===== src/rtl/ljpe_mul.sv =====
// ----------------------------------------------------------------------------
// ljpe_mul
// Shared 32x32 unsigned multiplier with a registered product.
// ----------------------------------------------------------------------------
module ljpe_mul (
  input  logic        clk,
  input  logic [31:0] a,
  input  logic [31:0] b,
  output logic [63:0] prod
);

  always_ff @(posedge clk) begin
    prod <= a * b;
  end

endmodule


===== config.mk =====
export PLATFORM = sky130hd
export DESIGN_NAME = ljpe_mul
export DESIGN_NICKNAME = d
export VERILOG_FILES = /design/src/rtl/ljpe_mul.sv
export SDC_FILE = /design/constraint.sdc
export NUM_CORES = 2
export LEC_CHECK = 0
export BUFFER_PORTS_ARGS = -buffer_cell sky130_fd_sc_hd__buf_2
export CAP_MARGIN = 25
export CORE_UTILIZATION = 45
export DETAILED_ROUTE_END_ITERATION = 12
export GPL_ROUTABILITY_DRIVEN = 0
export PLACE_DENSITY = 0.72
export SYNTH_ARGS = -nofsm -noshare
export SYNTH_HDL_FRONTEND = slang
export SYNTH_SLANG_ARGS = --single-unit

===== constraint.sdc =====
create_clock -name clk -period 6.9 [get_ports clk]
set_input_delay 0.69 -clock clk [delete_from_list [all_inputs] [get_ports clk]]
set_output_delay 0.69 -clock clk [all_outputs]
set_load 0.01 [all_outputs]

; Word-level counts from Yosys, hierarchy flattened
; Cells that the tools add are included.
[totals]
output_inout_bits = 64
inputBits = 65
wordCells = 2
regBits = 64
[classes]
multipliers = 1
[ops]
columns = cell, count
row1 = 32-bit by 32-bit multiplier with 64-bit output, 1

; Depth between registers and ports, before layout
[depth]
word_depth = 1
ltp_mapped = 29
mapped_depth_nobuf = 27

; Worst setup path before layout
; OpenSTA, ideal clock, no wires.
[synth_timing]
path_type = in2reg
startpoint = in a[25]
endpoint = reg prod[62]
t_arrival_ns = 7.371
setup_time_ns = 0.072
path_slack_ns = -0.543
path_stages = 25
n_path_buf = 2
cell_sequence = clkbuf_1 -> nand2_1 -> fa_1 -> inv_1 -> fa_1 -> inv_1 -> fa_1 -> inv_1 -> fa_1 -> fa_1 -> fa_1 -> fa_1 -> inv_1 -> fa_1 -> inv_1 -> ha_1 -> buf_2 -> nand4_1 -> or4_1 -> or3_1 -> a31oi_1 -> a31o_2 -> a211oi_1 -> o21ai_1 -> xor2_1
[synth_between]
elab_chain_len = 1
[synth_lines]
columns = element, line_no
row1 = start: declaration, 7  ; input logic [31:0] a,
row2 = 32-bit by 32-bit multiplier with 64-bit output, 13  ; prod <= a * b;
row3 = end signal: assignment, 13
row4 = end: declaration, 9  ; output logic [63:0] prod
; Every way passes these cells.

; Worst setup path after layout
[layout_timing]
startpoint = in a[8]
endpoint = reg prod[62]
; Same word-level chain as after synthesis.

==> impl_metrics.csv <==
group,metric,value,unit
critical_path,cp-end-kind,"flip-flop",
detailed_routing,routed_via_density,5.200,
clocking,cts_root_buf,"clkbuf_16",
synthesis,netlist_top_cells_area,"fa_1 (52%), and2_1 (11%), ha_1 (9.5%)",
critical_path,worstPathRequired,7.17,ns
finish,multi_input_area,30420,um^2
clocking,cts_buffers,9,
critical_path,crit_path_max_fanout,8,
detailed_routing,wl_met3,5.638,mm
detailed_routing,drc,0,
finish,design_area,41570,um^2
synthesis,synth_flop_cell,"dfxtp_1",
critical_path,critPathLaunchType,"input pin",
detailed_routing,wl,97.31,mm
sta,slew_violations,0,
sta,worstMarginPinSlew,0.6184,ns
sta,max_freq,0.1385,GHz
finish,drive_gt1_share,19.84,%
place,dp_hpwl,80.29,mm
synthesis,ys_ff_latch,64,
run,cap_violations,0,
synthesis,yosys.area.top_type_share,51.73,%
synthesis,syn_area,34680,um^2
global_routing,grt_pass1_wl,153.9,mm
detailed_routing,drtPass1Iterations,5,
floorplan,placementRows,101,
finish,syn2layout_area_growth,19.88,%
sta,finalWorstSetupSlack,-0.3226,ns
synthesis,yosys_warnings,0,
synthesis,synth_edf_count,0,
place,port_buffers,128,
place,dp_slack,-0.9780,ns
finish,fin_nets,5306,
clocking,cts_hold_buf,0,
clocking,cts_tree,"done",
synthesis,async_reset_ff_share,0,%
detailed_routing,wl_met2,50.65,mm
run_status,violations,"setup timing",
finish,fillCellCount,6570,
finish,regMostFlops,"prod",
sta,rsz0062_at_grt,"yes",
clocking,clk_path_buf_depth,2,
synthesis,synth_top_area_cell,"fa_1",
place,placed_cell_area,38730,um^2
detailed_routing,first_iter_violations,1570,
global_routing,grt_max_degree,23,
hold_path,hp-start,"b[0]",
synthesis,seq_area_frac_synth,3.695,%
floorplan,core_area,76080,um^2
global_routing,grt-ovfl-total,0,
sta,finalHoldViolations,0,
finish,fin_util,54.64,%
floorplan,start_util,45.58,%
global_routing,grt_pass1_vias,29250,
sta,setup_viol,24,
detailed_routing,highest_layer,"met4",
critical_path,arrival,7.50,ns
sta,final.period_utilization,104.7,%
critical_path,crit_start,"a[8]",
run_status,status,"finished with violations",
sta,relSlewSlack,58.48,%
hold_path,hp-class,"input pin to flip-flop",
clocking,clk_pin_slew,0.07,ns
detailed_routing,vias,26610,
critical_path,worstSetupPathType,"input pin to flip-flop",
floorplan,die_h,279.6,um
synthesis,syn_nets,4972,
floorplan,die_width,279.6,um
finish,largest_reg_flops,64,
synthesis,synthCells,3748,
finish,layout_commonest_cell,"fa_1",
global_routing,antenna_found_initial,2,
floorplan,io_pins,129,
detailed_routing,drtAntennaViolNets,0,
global_routing,grt_usage,25.24,%
synthesis,netlist-cell-type-count,57,
floorplan,dieArea,78170,um^2
detailed_routing,wl_met1,35.82,mm
finish,final_cell_mix,"fa_1 (848), inv_1 (833), and2_1 (547)",
detailed_routing,wl_per_cell,19.01,um
finish,ff_latch_area,1281,um^2
finish,top_regs,"prod: 64 flops",
clocking,numClockSinks,64,
synthesis,avgSynthCellArea,9.252,um^2
sta,min_period,7.223,ns
clocking,cts.htree.levels,3,
## critical path: stages
cell and delay [ns]:
buf_16 0.13, and2_4 0.17, fa_1 0.54, inv_2 0.04, fa_1 0.54, inv_2 0.04
fa_1 0.51, inv_2 0.04, fa_1 0.53, inv_1 0.05, fa_2 0.56, fa_1 0.43
fa_1 0.51, fa_1 0.47, ha_4 0.30, nand4_1 0.11, or4_4 0.55, or3_4 0.36
a31oi_2 0.18, buf_4 0.17, a31o_4 0.17, a211oi_2 0.07, o21ai_1 0.17, xor2_1 0.15
## layer usage
| layer | global-route usage [%] | up-vias |
|---|---|---|
| li1 | - | 11520 |
| met1 | 29.99 | 13840 |
| met2 | 45.50 | 985 |
| met3 | 3.319 | 269 |
| met4 | 10.99 | 0 |
| met5 | 0 | - |
## repair_timing
action	in CTS	in global routing
resized for setup	246	234
buffers inserted	24	25
pin swaps	118	141
endpoints found under the setup margin	37	36
cloned	8	5
## cells in the mapped netlist (all sizes together) (2+ instances only)
| master | n |
|---|---|
| fa | 896 |
| inv | 865 |
| and2 | 602 |
| nand2 | 480 |
| ha | 263 |
| clkbuf | 213 |
| a21oi | 66 |
| dfxtp | 64 |
| a21o | 40 |
| xnor2 | 35 |
| o21ai | 26 |
| xor2 | 25 |
| nand4 | 23 |
| nor2 | 20 |
| and3 | 14 |
| a31oi | 12 |
| o21bai | 11 |
| nand3 | 10 |
| o21a | 9 |
| buf | 7 |
| nor3 | 7 |
| o31ai | 5 |
| a221o | 4 |
| a221oi | 4 |
| a211oi | 3 |
| a21boi | 3 |
| and4 | 3 |
| o221ai | 3 |
| or2 | 3 |
| or3 | 3 |
| or4 | 3 |
| a311oi | 2 |
| and3b | 2 |
| nand2b | 2 |
| nor2b | 2 |
| o211ai | 2 |
| o221a | 2 |
## path summary, 6_finish.rpt
| path | depth (start not counted) | endpoint |
|---|---|---|
| min | 3 | prod[0] |
| max | 24 | prod[62] |
## per-stage QoR
step | hold slack (ns) | setup TNS, ns | cells
2_1_floorplan | 0.8173 | -2.245 | 3748
3_3_place_gp | 1.087 | -24.01 | 5044
3_5_place_dp | 1.086 | -26.65 | 5044
4_1_cts | 1.037 | -4.265 | 5092
5_1_grt | 1.069 | -8.262 | 5118
6_report | 1.057 | -3.802 | 5118
## kinds of logic (layout without fill, tap and decap cells)
| kind of cell | count (synthesis) | count (layout) | synth area share, % |
|---|---|---|---|
| simple gates | 1177 | 1177 | 17.62 |
| fa+ha+maj | 1159 | 1159 | 61.22 |
| buf+inv | 1085 | 1424 | 11.77 |
| compound gates | 202 | 202 | 4.153 |
| flops | 64 | 64 | 3.695 |
| xor+xnor | 60 | 60 | 1.515 |
| mux | 1 | 1 | 0.02887 |
| other cells | 0 | 1 | 0 |
## cell type report
type                    count  share of cell area [%]
multi-input cells        2599                   73.18
repair buffers            543                   12.05
inverters                 865                   7.811
well taps                1030                   3.100
flip-flops and latches     64                   3.082
clock buffers              11                  0.5839
clock inverters             5                  0.1926
diodes                      1                0.006020
Power is not shown: default switching activity piles up to over one toggle a cycle in this logic, so the estimate is an artifact.
