===== src/rtl/ljpe_div.sv =====
// ----------------------------------------------------------------------------
// ljpe_div
// Bit-serial reciprocal: floor((2^64 - 1) / d), one quotient bit a cycle.
// ----------------------------------------------------------------------------
module ljpe_div (
  input  logic        clk,
  input  logic        rst,
  input  logic        start,
  input  logic [63:0] divisor,
  output logic        done,
  output logic [63:0] quotient
);

  logic        busy;
  logic [5:0]  cnt;
  logic [63:0] rem;
  logic [63:0] dvr;
  logic [64:0] trial;
  logic        fits;

  // dividend is all ones, so shift in a one every step
  always_comb begin
    trial = {rem, 1'b1};
    fits  = trial >= {1'b0, dvr};
  end

  always_ff @(posedge clk) begin
    if (rst) begin
      busy <= 1'b0;
      done <= 1'b0;
      cnt  <= '0;
    end else begin
      done <= 1'b0;
      if (start) begin
        busy <= 1'b1;
        cnt  <= '0;
      end else if (busy) begin
        cnt <= cnt + 6'd1;
        if (cnt == 6'd63) begin
          busy <= 1'b0;
          done <= 1'b1;
        end
      end
    end
  end

  always_ff @(posedge clk) begin
    if (start) begin
      rem      <= '0;
      dvr      <= divisor;
      quotient <= '0;
    end else if (busy) begin
      rem      <= fits ? 64'(trial - {1'b0, dvr}) : trial[63:0];
      quotient <= {quotient[62:0], fits};
    end
  end

endmodule


===== config.mk =====
export PLATFORM = sky130hd
export DESIGN_NAME = ljpe_div
export DESIGN_NICKNAME = d
export VERILOG_FILES = /design/src/rtl/ljpe_div.sv
export SDC_FILE = /design/constraint.sdc
export NUM_CORES = 1
export LEC_CHECK = 0
export ABC_AREA = 1
export BUFFER_PORTS_ARGS = -buffer_cell sky130_fd_sc_hd__buf_4
export CAP_MARGIN = 20
export CORE_UTILIZATION = 41
export CTS_CLUSTER_DIAMETER = 80
export DETAILED_ROUTE_END_ITERATION = 12
export GPL_ROUTABILITY_DRIVEN = 0
export PLACE_DENSITY_LB_ADDON = 0.12
export SLEW_MARGIN = 40
export SYNTH_ARGS = -nofsm -noshare
export SYNTH_HDL_FRONTEND = slang
export SYNTH_SLANG_ARGS = --single-unit

===== constraint.sdc =====
create_clock -name clk -period 3.1 [get_ports clk]
set_clock_uncertainty 0.05 [all_clocks]
set_input_delay 0.465 -clock clk [delete_from_list [all_inputs] [get_ports clk]]
set_output_delay 0.465 -clock clk [all_outputs]
set_load 0.02 [all_outputs]

======== Word level (Yosys, flattened, before mapping) ========
Index checks and enable logic that the tools add are counted.
cells by class
  $add $sub $neg .......................... 2
  order comparisons ....................... 1
  equal/unequal tests ..................... 1
  multiplexer cells ....................... 5
  bitwise gates (word level) .............. 1
  reduce and logical (&&, ||, !) cells .... 2
operators by type and width
  kind                                          number
  greater-or-equal comparator 65 x 64 -> 1 bit  1
  two-way mux 64 bit                            1
  subtractor 64 bit                             1
  adder 6 x 1 -> 6 bit, second input constant   1
  == test 6 bit, second input constant          1
  two-way mux 1 bit                             4
  OR reduction 3 bit                            1
  OR reduction 2 bit                            1
  NOT 1 bit                                     1
word-level totals
  register bits after elaboration ......... 200
  bits of input ports ..................... 67

======== Longest topological paths before layout ========
Gate-level depths: netlist of run 1.
  depth in word-level cells ............... 4
  mapped depth ............................ 19
  gate-level depth less buffers ........... 18

======== Worst setup path after synthesis of run 1 ========
OpenSTA, ideal clock, no wires.
  path kind ............................... register -> register
  start point ............................. register rem[0]
  end point ............................... register rem[51]
  data arrival time ....................... 2.211 ns
  required time ........................... 2.912 ns
  slack ................................... 0.701 ns
  stages on the path, launching flop included .. 18
  period minus slack after synthesis ...... 2.399 ns
  cells stage by stage .................... dfxtp_1 inv_1 ha_1 fa_1 nor2_1 o21ai_1 nand2_2 nand2_2 nand2_2 nand2_1 nand2_1 nand2_2 nand2_4 buf_12 buf_12 nand3_2 nand2_1 a21oi_2
between the ends
  cells in the longest elaborated chain, start to end .. 2
  elaborated cells on any way between the ends .. 3
  those cells by class .................... 1 x add/sub; 1 x order compare; 1 x mux
ends and longest elaborated chain
  what                                                                               RTL line  RTL
  from (decl)                                                                        16        logic [63:0] rem;
  from (signal assigned)                                                             53        rem <= fits ? 64'(trial - {1'b0, dvr}) : trial[63:0];
  subtractor 64 bit or greater-or-equal comparator 65 x 64 -> 1 bit (tied branches)  53, 24
  two-way mux 64 bit *                                                               53
Mark *: on every way between the ends. The rest lies on a longest branch, timed or not.
A chain may end at the register's enable or synchronous reset.

======== Worst setup path in the final report of run 1 ========
  start point ............................. register rem[0]
  end point ............................... register rem[32]
The elaborated chain is that of the path after synthesis.

==> implementation parameters, run 1 <==
Parameter                              Value

Worst setup path
  Capture point of the worst reg-to-reg path ... rem[32]
  Worst setup slack for register-to-register paths ... 0.34 ns
  Arrival time at the worst endpoint ... 3.05 ns
  Worst Setup End Kind ... register
  Startpoint type of the worst setup path ... register
  Crit Path Class ... reg2reg
  Origin of the critical flop-to-flop path ... rem[0]
  Reg2Reg Depth ... 16
  Maximum fanout along the worst path ... 19
  Critical path data required time ... 3.39 ns

Layout
  Most common library cell in the layout ignoring fill and taps ... sky130_fd_sc_hd__nand2_1
  Count of filler cells inserted in the layout ... 3589
  Area of combinational cells with multiple inputs ... roughly 7300 µm²
  Area growth from synthesis to final layout ... 13.8%
  Fraction of final layout cells with drive strength greater than 1 ... 11.3%
  Count of antenna diodes in the layout ... 0
  # nets final ... 2431
  Post-route cell area ... roughly 16000 µm²
  Leading cell types in the layout, fill and taps excluded ... 778 x sky130_fd_sc_hd__nand2_1, 388 x sky130_fd_sc_hd__inv_1, 239 x sky130_fd_sc_hd__nor2_1
  Flip-flop and latch area ... 4650 µm²

Synthesis
  Most frequently used flop master after synthesis ... sky130_fd_sc_hd__dfxtp_1
  Largest cells by area after synthesis ... sky130_fd_sc_hd__nand2_1 21%, sky130_fd_sc_hd__dfxtp_1 20%, sky130_fd_sc_hd__edfxtp_1 14%
  Number of warning messages in the yosys log ... 0
  Syn avg cell area ... 6.31 µm²
  Share of async-settable or async-resettable flops after synthesis ... 0%
  Unique masters post-synth ... 39
  Instance count of the mapped netlist ... around 2.2k
  Number of nets in the synthesized netlist ... 2330
  Cell type contributing the most total cell area after synthesis ... sky130_fd_sc_hd__nand2_1
  Post-synthesis register bit count ... 200
  Post-synth EDFFs ... 64
  Cell Area, Synth ... 13900 µm²
  Area share of the largest cell type after synthesis ... 21.1%
  Seq/Total Area, Yosys ... 33.5%

GRT
  Met1 capacity usage during global routing ... 33.5%
  Total track usage ... around 24%
  Initial antenna violation count ... 0
  GR Util met3 ... 5.42%
  Wire length of the first global-routing pass ... about 65000 µm
  Most utilized layer in the global route result ... met2
  Grt ovf ... 0
  Maximum number of pins on one net before global-route repair ... 82
  Number of global-route vias before repair ... 12.5k
  Grt met2 use ... 37.3%

STA
  Hold Vio Cnt, Final ... 0
  Clock period minus worst slack ... between 2 and 3 ns
  Actual slew at the worst max-slew pin ... a little under 0.7 ns
  Number of slew-limit violations in the final report ... 0
  Final setup TNS ... 0 ns
  Setup violators final ... 0
  Final worst-path cycle share ... between 80 and 90%
  Fin Hold WS ... 0.0942 ns
  Worst slew slack as a fraction of its limit ... 54.3%
  Setup repair after global routing missed its margin ... false
  Peak clock frequency supported by timing ... between 300 and 400 MHz

Worst hold path
  Type of the worst min-delay path ... in2reg
  Worst Min Path Start ... rst
  Hold Path Sink ... busy
  Worst Hold Path Cells ... 2

Placed design
  HPWL after DPL ... 31000 µm
  Area after detailed placement ... 15200 µm²
  Count of buffers from port buffering ... 131

Drt
  Remaining routing DRC violations ... 0
  Detail-routed net length per standard cell ... 14.6 µm
  Post-DRT Antenna Nets ... 0
  Initial detailed-routing violation count ... 996
  Drt first pass iters ... 5
  Overall routed net length ... slightly above 40000 µm
  Vias ... ~13k
  Via density per instance ... just under 5

Clock network
  Depth of the CTS H-tree ... 4
  Root buf cell ... sky130_fd_sc_hd__clkbuf_16
  Post-CTS Setup Repair Bufs ... 0
  TritonCTS Sinks ... 200
  Clock latency at the later pin of the worst-skew pair ... 0.47 ns
  Maximum clock insertion buffer count ... 2
  CTS buffer count ... 17
  Number of gates given a new drive strength after cts ... 0
  CTS clock-pin slew for the worst setup and hold paths ... 0.08 ns
  Hold buffer count at cts ... 0
  TritonCTS clock tree ... yes

Floorplan
  Placeable core area ... 32900 µm²
  # rows ... 66
  Die width ... approximately 190 µm
  Boundary Pins ... 132
  Effective utilization at floorplan ... 42.2%
  Total Die Area ... 34600 µm²
  Height of the die ... 186 µm

Power and ir drop
  Max rail drop VDD ... approximately 0.00041 V
  Power density over the cells ... around 390 nW/µm²
  Leak ... 8.24 nW

Run status
  Result of the run ... complete, no violations

Job
  Maxcap violations ... 0
==> registers in the layout (all words and copies together) (netlist names) <==
signal    flops
busy          1
rem          64
done          1
cnt           6
dvr          64
quotient     64
==> cell families (layout without fill, tap and decap cells) <==
family | count (synthesis) | count (layout) | synth area share [%]
compound gates | 178 | 178 | 6.74
fa+ha+maj | 65 | 65 | 5.92
flops | 200 | 200 | 33.5
xor+xnor | 28 | 28 | 1.77
buf+inv | 473 | 587 | 13.6
simple gates | 1254 | 1254 | 38.5
==> cell usage after synthesis (all sizes together) (2+ instances only) <==
| cell type | number |
|---|---|
| nand2 | 795 |
| inv | 411 |
| nor2 | 252 |
| dfxtp | 136 |
| nand3 | 129 |
| a21oi | 105 |
| o21ai | 69 |
| edfxtp | 64 |
| ha | 64 |
| clkbuf | 44 |
| nand3b | 35 |
| xnor2 | 26 |
| nand4 | 20 |
| buf | 16 |
| nor3 | 15 |
| nor3b | 3 |
| clkinv | 2 |
| nor4 | 2 |
| or2 | 2 |
| xor2 | 2 |
==> power by group <==
part	leakage [nW]	total, W	switching (W)	internal [W]
combinational	6.21	0.000861	0.000552	0.000309
sequential	1.74	0.00292	0.0000783	0.00284
clock	0.292	0.00235	0.00118	0.00117
total	8.24	0.00613	0.00181	0.00431
==> layout make-up <==
class / instances / area share [%]
clock inverters: 14 / 1.13
well taps: 442 / 3.50
multi-input cells: 1525 / 46.5
inverters: 413 / 9.84
clock buffers: 18 / 2.72
flip-flops and latches: 200 / 29.5
repair buffers: 142 / 6.83
==> worst max-delay path by stage <==
stage,from,cells past startpoint,end
after CTS,rem[0],16,rem[37]
after global placement,rem[0],16,rem[39]
final,rem[0],16,rem[32]
after detailed placement,rem[0],16,rem[37]
after global routing,rem[0],16,rem[37]
after floorplan,rem[0],17,rem[51]
==> stage by stage <==
step / total power, W / util [%] / worst slack (ns) / instances
final: 0.00613 / 48.0 / 0.345 / 2754
after floorplan: 0.00351 / - / 0.701 / 2198
after global placement: 0.00383 / 46.2 / 0.428 / 2722
after global routing: 0.00642 / 48.0 / 0.106 / 2754
after detailed placement: 0.00384 / 46.2 / 0.346 / 2722
after CTS: 0.00620 / 48.0 / 0.335 / 2754
==> worst max-delay path: stages, from the launching register on <==
cell and delay [ns]:
sky130_fd_sc_hd__dfxtp_1 0.35, sky130_fd_sc_hd__inv_1 0.06, sky130_fd_sc_hd__ha_1 0.22, sky130_fd_sc_hd__fa_1 0.43
sky130_fd_sc_hd__nor2_1 0.19, sky130_fd_sc_hd__o21ai_1 0.10, sky130_fd_sc_hd__nand2_2 0.10, sky130_fd_sc_hd__nand2_2 0.05
sky130_fd_sc_hd__nand2_2 0.10, sky130_fd_sc_hd__nand2_1 0.08, sky130_fd_sc_hd__nand2_1 0.10, sky130_fd_sc_hd__nand2_2 0.08
sky130_fd_sc_hd__nand2_4 0.09, sky130_fd_sc_hd__buf_4 0.29, sky130_fd_sc_hd__nand2_1 0.18, sky130_fd_sc_hd__nand3_1 0.11
sky130_fd_sc_hd__a21oi_1 0.06
==> per-layer routing <==
metal / up-vias / share of wire, % / wire (µm)
met4: 0 / 2.0 / 801
li1: 6915 / - / -
met2: 360 / 43 / 17200
met5: - / 0 / 0
met3: 40 / 7.0 / 2830
met1: 6028 / 48 / 19500
(Power assumes the default switching activity.)
==> run 2, diff against run 1 <==
REMOVE_ABC_BUFFERS = 1   (was unset)
==> implementation parameters, run 2 (synthesized netlist as in run 1, its figures left out) <==
Parameter                              Value

Worst setup path
  Worst setup slack for register-to-register paths ... 0.34 ns (about the same)
  Startpoint type of the worst setup path ... register
  Capture point of the worst reg-to-reg path ... rem[37]
  Ordered list of cells on the worst path ... inv_1 -> ha_1 -> fa_1 -> nor2_1 -> o21ai_1 -> nand2_2 -> nand2_2 -> nand2_2 -> nand2_1 -> nand2_1 -> nand2_2 -> nand2_8 -> nand2_8 -> nand2_1 -> nand2_1 -> a21oi_1
  Critical Path Max Stage Delay ... 0.42 ns (about the same)
  Capturing instance or port of the critical path ... rem[37]
  Crit path buffers/inverters ... 1 (-1)
  Maximum fanout along the worst path ... 31 (+12)
  Crit Path Class ... reg2reg
  Family with the most delay on the worst path ... simple AND/OR/NAND/NOR gates
  Critical path data required time ... 3.44 ns (+0.05 ns)
  Origin of the critical flop-to-flop path ... rem[0]
  Arrival time at the worst endpoint ... 3.10 ns (+0.05 ns)
  Cell with the largest stage delay on the worst path ... sky130_fd_sc_hd__fa_1
  Start point of the critical path ... rem[0]
  Worst Setup End Kind ... register
  Reg2Reg Depth ... 16 (unchanged)
  Crit. path cell count ... 16 (unchanged)

STA
  Setup repair after global routing missed its margin ... false
  Number of slew-limit violations in the final report ... 0 (unchanged)
  Peak clock frequency supported by timing ... 363 MHz (-0.11%)
  Actual slew at the worst max-slew pin ... 0.831 ns (+0.146 ns)
  Worst slew slack as a fraction of its limit ... 44.6% (-9.7 points)
  Final Worst Setup Slack ... 0.342 ns (-0.00297 ns)
  Clock period minus worst slack ... 2.76 ns (+0.00297 ns)
  Hold Vio Cnt, Final ... 0 (unchanged)
  Setup violators final ... 0 (unchanged)
  Final worst-path cycle share ... 89.0% (+0.096 points)

Clock network
  CTS buffer count ... 17 (unchanged)
  CTS clock-pin slew for the worst setup and hold paths ... 0.09 ns (about the same)
  TritonCTS clock tree ... yes
  TritonCTS Sinks ... 200 (unchanged)
  Post-CTS Setup Repair Bufs ... 0 (unchanged)
  Number of gates given a new drive strength after cts ... 0 (unchanged)
  Hold buffer count at cts ... 0 (unchanged)
  Clock latency at the later pin of the worst-skew pair ... 0.48 ns (about the same)
  Depth of the CTS H-tree ... 4 (unchanged)
  Maximum clock insertion buffer count ... 2 (unchanged)
  Root buf cell ... sky130_fd_sc_hd__clkbuf_16

GRT
  Initial antenna violation count ... 0 (unchanged)
  Wire length of the first global-routing pass ... 63100 µm (-2.9%)
  Maximum number of pins on one net before global-route repair ... 68 (-17%)
  Grt ovf ... 0 (unchanged)
  Number of global-route vias before repair ... 12.2k (-2.5%)
  Total track usage ... 23.4% (-0.76 points)

Placed design
  Worst slack after detailed placement ... 0.220 ns (-0.126 ns)
  Count of buffers from port buffering ... 131 (unchanged)
  HPWL after DPL ... 30300 µm (-2.2%)

Power and ir drop
  Power density over the cells ... 386 nW/µm² (-0.53%)
  Post-layout total power ... 0.00612 W (-0.10%)
  Leak ... 8.24 nW (about the same)
  Max rail drop VDD ... 0.000406 V (+0.26%)

Layout
  Most common library cell in the layout ignoring fill and taps ... sky130_fd_sc_hd__nand2_1
  Top flop regs ... dvr: 64 flops, quotient: 64 flops, rem: 64 flops
  Fraction of final layout cells with drive strength greater than 1 ... 11.3% (+0.043 points)
  Count of antenna diodes in the layout ... 0 (unchanged)
  Area growth from synthesis to final layout ... 14.3%
  Count of filler cells inserted in the layout ... 3579 (-0.28%)
  # nets final ... 2431 (unchanged)
  Leading cell types in the layout, fill and taps excluded ... 778 x sky130_fd_sc_hd__nand2_1, 388 x sky130_fd_sc_hd__inv_1, 239 x sky130_fd_sc_hd__nor2_1

Drt
  Remaining routing DRC violations ... 0 (unchanged)
  Post-DRT Antenna Nets ... 0 (unchanged)
  Drt first pass iters ... 5 (unchanged)
  Overall routed net length ... 39600 µm (-1.7%)
  Initial detailed-routing violation count ... 1070 (+7.4%)
  Vias ... 13.4k (+0.14%)
  Detail-routed net length per standard cell ... 14.4 µm (-1.7%)
  Via density per instance ... 4.85 (+0.14%)

Worst hold path
  Type of the worst min-delay path ... in2reg

Floorplan
  Placeable core area ... 32900 µm² (unchanged)
  Total Die Area ... 34600 µm² (unchanged)
  Effective utilization at floorplan ... 42.2% (unchanged)
  # rows ... 66 (unchanged)
  Die width ... 186 µm (unchanged)
  Boundary Pins ... 132 (unchanged)
  Height of the die ... 186 µm (unchanged)

Job
  Maxcap violations ... 0 (unchanged)

Run status
  Result of the run ... complete, no violations
## run 2: cell types whose count changed in the layout (fill, tap and decap cells not counted), moves of 2 or more
cell                       delta
sky130_fd_sc_hd__clkinv_8     +3
sky130_fd_sc_hd__inv_6        -3
sky130_fd_sc_hd__buf_4        -3
sky130_fd_sc_hd__nand2_8      +2
sky130_fd_sc_hd__nand2_4      -2
sky130_fd_sc_hd__buf_12       +3
## run 2: area by class of cell
type	instances	area, µm²	share of cell area, %
Multi-Input combinational cell	1525	7360	46.4
Timing Repair Buffer	142	1120	7.04
Tap cell	442	553	3.49
Clock inverter	15	194	1.22
Clock buffer	17	425	2.68
Inverter	413	1550	9.80
Sequential cell	200	4650	29.3
## run 2: power by group
group / internal [W] / switching [W] / leakage (nW)
logic: 0.000310 / 0.000553 / 6.21
registers: 0.00284 / 0.0000678 / 1.74
clock network: 0.00111 / 0.00124 / 0.297
## run 2: how the worst min path moves through the flow
stage	start	end	slack [ns]	cells past startpoint
final	divisor[3]	dvr[3]	0.11	1
after global routing	divisor[29]	dvr[29]	0.09	1
after CTS	divisor[3]	dvr[3]	0.09	1
after detailed placement	rem[32]	rem[32]	0.42	2
after global placement	rem[7]	rem[7]	0.42	2
after floorplan	cnt[5]	done	0.39	2
## run 2: metrics by stage
stage	setup TNS, ns	cells	utilization [%]	cell area, µm²	hold slack, ns
global placement	0	2722	46.3	15200	0.420
CTS	0	2754	48.2	15800	0.0864
finish	0	2754	48.2	15900	0.106
global route	0	2754	48.2	15900	0.0866
detailed placement	0	2722	46.3	15200	0.420
floorplan	-250.25	2138	-	13500	0.395
## run 2: worst reg2reg max path, stage by stage, from the launching register on
cell and delay [ns]:
sky130_fd_sc_hd__dfxtp_1 0.35, sky130_fd_sc_hd__inv_1 0.06, sky130_fd_sc_hd__ha_1 0.22, sky130_fd_sc_hd__fa_1 0.42, sky130_fd_sc_hd__nor2_1 0.20, sky130_fd_sc_hd__o21ai_1 0.10
sky130_fd_sc_hd__nand2_2 0.11, sky130_fd_sc_hd__nand2_2 0.06, sky130_fd_sc_hd__nand2_2 0.09, sky130_fd_sc_hd__nand2_1 0.08, sky130_fd_sc_hd__nand2_1 0.10, sky130_fd_sc_hd__nand2_2 0.10
sky130_fd_sc_hd__nand2_8 0.19, sky130_fd_sc_hd__nand2_8 0.18, sky130_fd_sc_hd__nand2_1 0.17, sky130_fd_sc_hd__nand2_1 0.06, sky130_fd_sc_hd__a21oi_1 0.12
## run 2: per-layer routing
| layer | track usage, % | share of wire [%] |
|---|---|---|
| met2 | 36.1 | 42 |
| met5 | 0 | 0 |
| met3 | 5.38 | 7.2 |
| met4 | 8.20 | 2.8 |
| met1 | 31.9 | 48 |
==> run 3, diff against run 2 <==
==> constraint.sdc (replaced) <==
create_clock -name clk -period 3.1 [get_ports clk]
set_clock_uncertainty 0.05 [all_clocks]
set_input_delay 0.31 -clock clk [delete_from_list [all_inputs] [get_ports clk]]
set_output_delay 0.31 -clock clk [all_outputs]
set_load 0.02 [all_outputs]
==> implementation parameters, run 3 (synthesized netlist as in run 1, its figures left out) <==
Parameter                              Value

Clock network
  Maximum clock insertion buffer count ... 2 (unchanged)
  Post-CTS Setup Repair Bufs ... 0 (unchanged)
  CTS buffer count ... 17 (unchanged)
  Depth of the CTS H-tree ... 4 (unchanged)
  CTS clock-pin slew for the worst setup and hold paths ... 0.08 ns (about the same)
  Root buf cell ... sky130_fd_sc_hd__clkbuf_16
  Clock latency at the later pin of the worst-skew pair ... 0.48 ns (about the same)
  TritonCTS Sinks ... 200 (unchanged)
  TritonCTS clock tree ... yes

Worst setup path
  Arrival time at the worst endpoint ... 3.11 ns (about the same)
  Maximum fanout along the worst path ... 12 (-61%)
  Crit Path Class ... reg2reg
  Worst setup slack for register-to-register paths ... 0.27 ns (-0.07 ns)
  Critical path data required time ... 3.38 ns (-0.06 ns)
  Worst Setup End Kind ... register
  Startpoint type of the worst setup path ... register

Power and ir drop
  Clk pwr share ... 38.1% (-0.3 points)
  Max rail drop VDD ... 0.000395 V (-2.8%)
  Cell internal power dissipation ... 0.00438 W (+3.0%)
  Net switching fraction of the power ... 29.4% (-1.0 points)
  Power spent charging and discharging nets ... 0.00182 W (-2.0%)
  Share of total power in combinational logic ... 15.0% (+0.9 points)
  Power density over the cells ... 376 nW/µm² (-2.5%)
  Leak ... 8.52 nW (+3.3%)
  Sequential share of power ... 46.8% (-0.7 points)

STA
  Actual slew at the worst max-slew pin ... 0.748 ns (-0.0833 ns)
  Fin Hold WS ... 0.292 ns (+0.186 ns)
  Peak clock frequency supported by timing ... 353 MHz (-2.6%)
  Final setup TNS ... 0 ns (unchanged)
  Clock period minus worst slack ... 2.83 ns (+0.0744 ns)
  Hold Vio Cnt, Final ... 0 (unchanged)
  Final worst-path cycle share ... 91.4% (+2.4 points)
  Setup repair after global routing missed its margin ... false
  Setup violators final ... 0 (unchanged)
  Number of slew-limit violations in the final report ... 0 (unchanged)
  Worst slew slack as a fraction of its limit ... 50.2% (+5.6 points)

Layout
  Most common library cell in the layout ignoring fill and taps ... sky130_fd_sc_hd__nand2_1
  Area growth from synthesis to final layout ... 18.9%
  # nets final ... 2495 (+2.6%)
  Fraction of final layout cells with drive strength greater than 1 ... 11.0% (-0.35 points)
  Flip-flop and latch area ... 4650 µm² (unchanged)
  Count of antenna diodes in the layout ... 0 (unchanged)
  Area of combinational cells with multiple inputs ... 7350 µm² (-0.12%)
  Count of filler cells inserted in the layout ... 3531 (-1.3%)
  Post-route cell area ... 16500 µm² (+4.1%)
  Leading cell types in the layout, fill and taps excluded ... 778 x sky130_fd_sc_hd__nand2_1, 388 x sky130_fd_sc_hd__inv_1, 239 x sky130_fd_sc_hd__nor2_1
  Top flop regs ... dvr: 64 flops, quotient: 64 flops, rem: 64 flops

GRT
  Initial antenna violation count ... 0 (unchanged)
  Maximum number of pins on one net before global-route repair ... 136 (+100%)
  Total track usage ... 24.1% (+0.71 points)
  Wire length of the first global-routing pass ... 65300 µm (+3.5%)
  Number of global-route vias before repair ... 12.7k (+3.5%)
  Grt ovf ... 0 (unchanged)

Drt
  Overall routed net length ... 40300 µm (+1.7%)
  Initial detailed-routing violation count ... 1091 (+2.0%)
  Via density per instance ... 4.79 (-1.3%)
  Vias ... 13.5k (+1.0%)
  Drt first pass iters ... 6 (+1)
  Post-DRT Antenna Nets ... 0 (unchanged)
  Remaining routing DRC violations ... 0 (unchanged)
  Detail-routed net length per standard cell ... 14.3 µm (-0.65%)

Placed design
  HPWL after DPL ... 30200 µm (-0.58%)
  Count of buffers from port buffering ... 131 (unchanged)
  Area after detailed placement ... 15200 µm² (about the same)

Floorplan
  Placeable core area ... 32900 µm² (unchanged)
  Height of the die ... 186 µm (unchanged)
  # rows ... 66 (unchanged)
  Total Die Area ... 34600 µm² (unchanged)
  Effective utilization at floorplan ... 42.2% (unchanged)
  Boundary Pins ... 132 (unchanged)
  Die width ... 186 µm (unchanged)

Worst hold path
  Type of the worst min-delay path ... in2reg

Run status
  Result of the run ... complete, no violations

Job
  Maxcap violations ... 0 (unchanged)
## run 3: cell count changes in the layout (fill, tap and decap cells not counted), sizes merged
cell / change
clkinvlp: -1
bufinv: +1
clkbuf: +1
inv: -1
dlygate4sd3: +65
buf: -1
## run 3: layer usage
metal	vias up	GRT usage, %	wire (µm)
met5	-	0	0
met3	46	3.89	2600
li1	7047	-	-
met2	386	37.9	17400
met4	0	8.69	1070
met1	6021	33.2	19200
## run 3: worst paths after layout
check,startpoint,end,cells past startpoint
setup / recovery,rem[0],rem[46],16
hold / removal,start,dvr[23],1
setup reg to reg,rem[0],rem[46],16
hold reg to reg,cnt[5],done,2
## run 3: metrics by stage
| stage | total power, W | utilization [%] | worst slack [ns] | std cells |
|---|---|---|---|---|
| 4_1_cts | 0.00629 | 50.2 | 0.238 | 2818 |
| 3_5_place_dp | 0.00383 | 46.3 | 0.253 | 2721 |
| 2_1_floorplan | 0.00349 | - | -1.99 | 2138 |
| 3_3_place_gp | 0.00383 | 46.3 | 0.386 | 2721 |
| 5_1_grt | 0.00650 | 50.2 | 0.0469 | 2818 |
| 6_report | 0.00621 | 50.2 | 0.268 | 2818 |
## run 3: repair_timing
action | in CTS | in global routing
resized for setup | 0 | 1
endpoints found under the hold margin | 65 | 0
setup endpoints to repair | 0 | 2
hold buffers | 65 | 0
## run 3: cell type report
type                    count  share of cell area, %
clock buffers              18                   2.66
clock inverters            14                   1.07
inverters                 413                   9.41
multi-input cells        1525                   44.6
flip-flops and latches    200                   28.2
well taps                 442                   3.35
repair buffers            206                   10.7
## run 3: power groups by stage
stage	Clock [W]	Sequential, W	Combinational, W
after global routing	0.00253	0.00292	0.00104
final	0.00237	0.00291	0.000934
after global placement	0	0.00296	0.000864
after detailed placement	0	0.00297	0.000869
after floorplan	0	0.00305	0.000441
after CTS	0.00244	0.00291	0.000939
## run 3: worst max-delay path, cell delays in order, from the launching register on
cell	delay, ns
sky130_fd_sc_hd__dfxtp_1	0.36
sky130_fd_sc_hd__inv_1	0.07
sky130_fd_sc_hd__ha_1	0.22
sky130_fd_sc_hd__fa_1	0.42
sky130_fd_sc_hd__nor2_1	0.20
sky130_fd_sc_hd__o21ai_1	0.09
sky130_fd_sc_hd__nand2_2	0.10
sky130_fd_sc_hd__nand2_2	0.06
sky130_fd_sc_hd__nand2_2	0.10
sky130_fd_sc_hd__nand2_1	0.08
sky130_fd_sc_hd__nand2_1	0.10
sky130_fd_sc_hd__nand2_2	0.08
sky130_fd_sc_hd__nand2_4	0.23
sky130_fd_sc_hd__buf_4	0.28
sky130_fd_sc_hd__nand3_1	0.10
sky130_fd_sc_hd__nand2_1	0.08
sky130_fd_sc_hd__a21oi_1	0.06
